<file path="src/rtl/core/fpn_ram.sv">
// fpn_ram: generic single-write, single-read synchronous RAM with registered read data.
// Holds the permutation table of the noise core; no package dependency.
module fpn_ram #(
  parameter int WIDTH = 8,
  parameter int DEPTH = 256
) (
  input  logic                     clk,
  input  logic                     we,
  input  logic [$clog2(DEPTH)-1:0] waddr,
  input  logic [WIDTH-1:0]         wdata,
  input  logic [$clog2(DEPTH)-1:0] raddr,
  output logic [WIDTH-1:0]         rdata
);

  logic [WIDTH-1:0] mem [DEPTH];
  logic [WIDTH-1:0] rd_r;

  // Write port and registered read port
  always_ff @(posedge clk) begin
    if (we) begin
      mem[waddr] <= wdata;
    end
    rd_r <= mem[raddr];
  end

  assign rdata = rd_r;

endmodule

</file>
<file path="config.mk">
export PLATFORM = sky130hd
export DESIGN_NAME = fpn_ram
export DESIGN_NICKNAME = d
export VERILOG_FILES = /design/src/rtl/core/fpn_ram.sv
export SDC_FILE = /design/constraint.sdc
export NUM_CORES = 2
export LEC_CHECK = 0
export BUFFER_PORTS_ARGS = -buffer_cell sky130_fd_sc_hd__buf_2
export CAP_MARGIN = 15
export CORE_AREA = 5 5 427 429
export DETAILED_ROUTE_END_ITERATION = 8
export DIE_AREA = 0 0 432 434
export PLACE_DENSITY = 0.67
export REMOVE_ABC_BUFFERS = 1
export SYNTH_ARGS = -nofsm -noshare
export SYNTH_HDL_FRONTEND = slang
export SYNTH_SLANG_ARGS = --single-unit
</file>
<file path="constraint.sdc">
create_clock -name clk -period 2.65 [get_ports clk]
set_input_delay 0.265 -clock clk [delete_from_list [all_inputs] [get_ports clk]]
set_output_delay 0.265 -clock clk [all_outputs]
set_load 0.005 [all_outputs]
</file>
==> results by group <==
Status
  – Status: complete, no violations

Flow run
  – Max-Cap Viols: 0

Pwr
  – Power per cell area: between 700 and 800 nW/um^2
  – Internal: around 0.054 W
  – NetSw: roughly 0.014 W
  – Seq pwr share: 0.525
  – Clock power frac: 0.421
  – Worst IR drop on VDD: around 0.63 mV
  – Comb power frac: 0.054
  – Lkg Pwr: between 30 and 40 nW
  – Sw frac: 0.209

Synthesis
  – Post-Synth Adder-Cell Area: 0
  – Largest area contributor in the netlist: edfxtp_1
  – Post-synth top area share: 0.773
  – Total number of yosys warnings: 0
  – Synth top area cells: edfxtp_1, mux4_2, mux2i_1, nor2_1, a22oi_1
  – Synth Cell Area: roughly 80,000 um^2
  – Cells after Synth: 3,733
  – XOR/XNOR share of the synthesized area: 0
  – Sequential area share after synthesis: 0.775
  – Top-count cell post-synth: edfxtp_1
  – Synth Register Bits: between 2,000 and 2,500
  – Complex-gate fraction of the synthesized area: 0.0342
  – Post-synthesis mux area share: 0.146
  – Syn Area/Cell: 21.3 um^2
  – Post-synth ARST share: 0
  – Main combinational cell family by area after synthesis: multiplexers
  – EDFF count, synth: slightly above 2,000
  – Post-synth top flop: edfxtp_1
  – Synth unique cells: 55
  – Simple logic cell fraction of the synthesized area: 0.0263
  – Synth cell count leaders: edfxtp_1, mux4_2, nor2_1

Cells and area
  – Seq. cell area: 61,700 um^2
  – Multi-input logic area: ~17,000 um^2
  – Area Growth Syn to Fin: 18.3%
  – Fin util: 0.529
  – Fin nets: ~4,400
  – Layout Cells excl Fill: between 6,000 and 7,000
  – Fillcell total: between 10,000 and 15,000
  – Layout cells sized above 1: 0.317
  – Final Cell Area: roughly 94,000 um^2

Worst setup path
  – CP max FO: 1
  – Startpoint Class: register
  – R2R setup slack: approximately 0.022 ns
  – CP Capture Type: register
  – Reg2Reg Depth: 6
  – RR Startpoint: mem[81][0]
  – Worst setup path category: reg2reg
  – CP Data Arrival Time: between 3 and 4 ns
  – Worst R2R End: rdata[0]
  – Critical Path RT: ~3.3 ns

Timing
  – Slew Viols, Final: 0
  – Slew @ Worst Pin: between 0.9 and 1 ns
  – Crit share post-route: 0.992
  – Final hold violations: 0
  – RSZ-0062 raised after global routing: false
  – Final critical-path required period: 2.63 ns
  – Smallest hold slack: 0.109 ns
  – Max-slew headroom: 0.392
  – Final setup margin: between 0.02 and 0.025 ns
  – Max frequency: about 380 MHz
  – Layout Skew: 0.0334 ns
  – Setup Viol. Count Final: 0

Global route
  – Global-route wire length before repair: 292 mm
  – Initial antenna violation count: 11
  – Total GRT Usage: 0.214
  – Overflow after GRT: 0
  – Vias in the first global route: 41,900
  – Largest net degree at the start of global routing: between 90 and 100

CTS
  – Worst-Skew Late Latency: between 0.8 and 0.9 ns
  – TritonCTS Buffers: about 200
  – Post-CTS Setup Inserts: 0
  – Clk sinks: slightly above 2,000
  – Root Buffer: clkbuf_16
  – CTS tree: built
  – Max H-tree Level: 4
  – Clk buf depth: 3
  – CTS clk-pin slew, worst paths: approximately 0.060 ns

Detailed routing
  – Drt total wl: approximately 200 mm
  – Drt first pass iters: 5
  – Initial DRC count: 5,258
  – Avg WL per Cell: between 20 and 30 um
  – Antenna Nets Post-Route: 0
  – DR vias: ~41,000
  – Average vias per placed instance: 5.94
  – DRC Markers: 0

Floorplanning
  – Core Region: ~180,000 um^2
  – Initial Utilization: 0.447
  – Rows: between 150 and 200
  – Die Wd: roughly 430 um
  – Die Ht: approximately 430 um
  – Die footprint: ~190,000 um^2
  – Boundary Pins: 34

Placed design
  – Global placer's final weighted congestion: 0.852
  – Post-DP HPWL: between 100 and 150 mm
  – Place WS: -0.721 ns
  – Dpl cells: approximately 6,500
  – Placed Area: 87,300 um^2
  – Port Buffers: 33

Worst hold path
  – Hold Crit Endpoint: mem[48][6]
  – Hold Crit Depth: 1
  – Hold crit path type: in2reg
  – Min-delay src: wdata[6]
[flip-flops by register name (all words and copies together), names as in the netlist]
| name | count |
|---|---|
| mem | 2048 |
| rdata | 8 |
[through the flow]
stage / TNS (ns) / power [W]
final: 0 / 0.0684
after global routing: 0 / 0.0704
after CTS: 0 / 0.0689
after detailed placement: -3.70 / 0.0403
after global placement: -5.20 / 0.0403
after floorplan: -0.0491 / 0.0378
[what timing repair did]
item | in CTS | in global routing
endpoints found under the hold margin | 343 | 0
endpoints found under the setup margin | 1 | 1
gates resized for setup | 1 | 1
pin swaps | 0 | 0
hold buffers | 6 | 0
[power groups by stage]
| stage | clock, W | sequential, W | combinational (W) |
|---|---|---|---|
| final | 0.0288 | 0.0359 | 0.00371 |
| after global placement | 0 | 0.0366 | 0.00366 |
| after detailed placement | 0 | 0.0366 | 0.00372 |
| after CTS | 0.0292 | 0.0359 | 0.00374 |
| after floorplan | 0 | 0.0366 | 0.00126 |
| after global routing | 0.0306 | 0.0359 | 0.00391 |
[layout by cell type (no fill, tap or decap), types with 7 or more instances in the layout]
cell type  instances
edfxtp_1        2048
buf_4            571
mux4_2           454
nor2_1           279
clkbuf_16        205
mux2i_1          134
a22oi_1          133
a21oi_1           96
buf_12            83
clkinv_1          46
o221ai_1          46
clkbuf_1          42
nand2_1           33
nand3_1           32
clkinv_2          31
o22ai_1           28
nor2b_1           28
bufinv_16         25
buf_2             23
nor4_1            22
nor3_1            21
a211oi_1          16
a221oi_1          13
nand4_1           10
o211ai_1          10
o21ai_0           10
nand2b_1           8
a22o_1             8
clkbuf_8           8
dfxtp_1            8
buf_8              7
[worst max-delay path by stage]
stage                            from  slack [ns]  endpoint
after floorplan              raddr[2]       -0.02  rdata[6]
after global placement       raddr[0]       -1.12  rdata[2]
after detailed placement     raddr[0]       -0.72  rdata[0]
after CTS                 mem[211][0]        0.02  rdata[0]
after global routing       mem[81][0]        0.01  rdata[0]
final                      mem[81][0]        0.02  rdata[0]
[critical path, stage by stage, from the launching register on]
cell and delay (ns):
edfxtp_1 0.37, mux4_2 0.47, mux4_2 0.55, nor2b_1 0.16, nor4_1 0.59, buf_4 0.27, nor4_2 0.05
[area by class of cell]
class / instances / share of cell area
antenna: 3 / 0.0000798
clock buffer: 252 / 0.0569
clock inverter: 119 / 0.0143
inverter: 2 / 0.0000798
multi-input combinational: 1442 / 0.175
sequential: 2056 / 0.655
tap: 2355 / 0.0313
timing repair buffer: 693 / 0.0666
[metal layers]
| metal | GRT usage | part of all wire | vias up |
|---|---|---|---|
| li1 | - | - | 17100 |
| met1 | 0.299 | 0.40 | 21700 |
| met2 | 0.343 | 0.48 | 1907 |
| met3 | 0.0370 | 0.078 | 392 |
| met4 | 0.0790 | 0.038 | 6 |
| met5 | 0 | 0.00021 | - |
[kinds of logic after synthesis]
group,after synthesis
simple gates,466
compound gates,385
flops,2056
mux,591
buf+inv,235
Power figures use the tool's default switching activity.
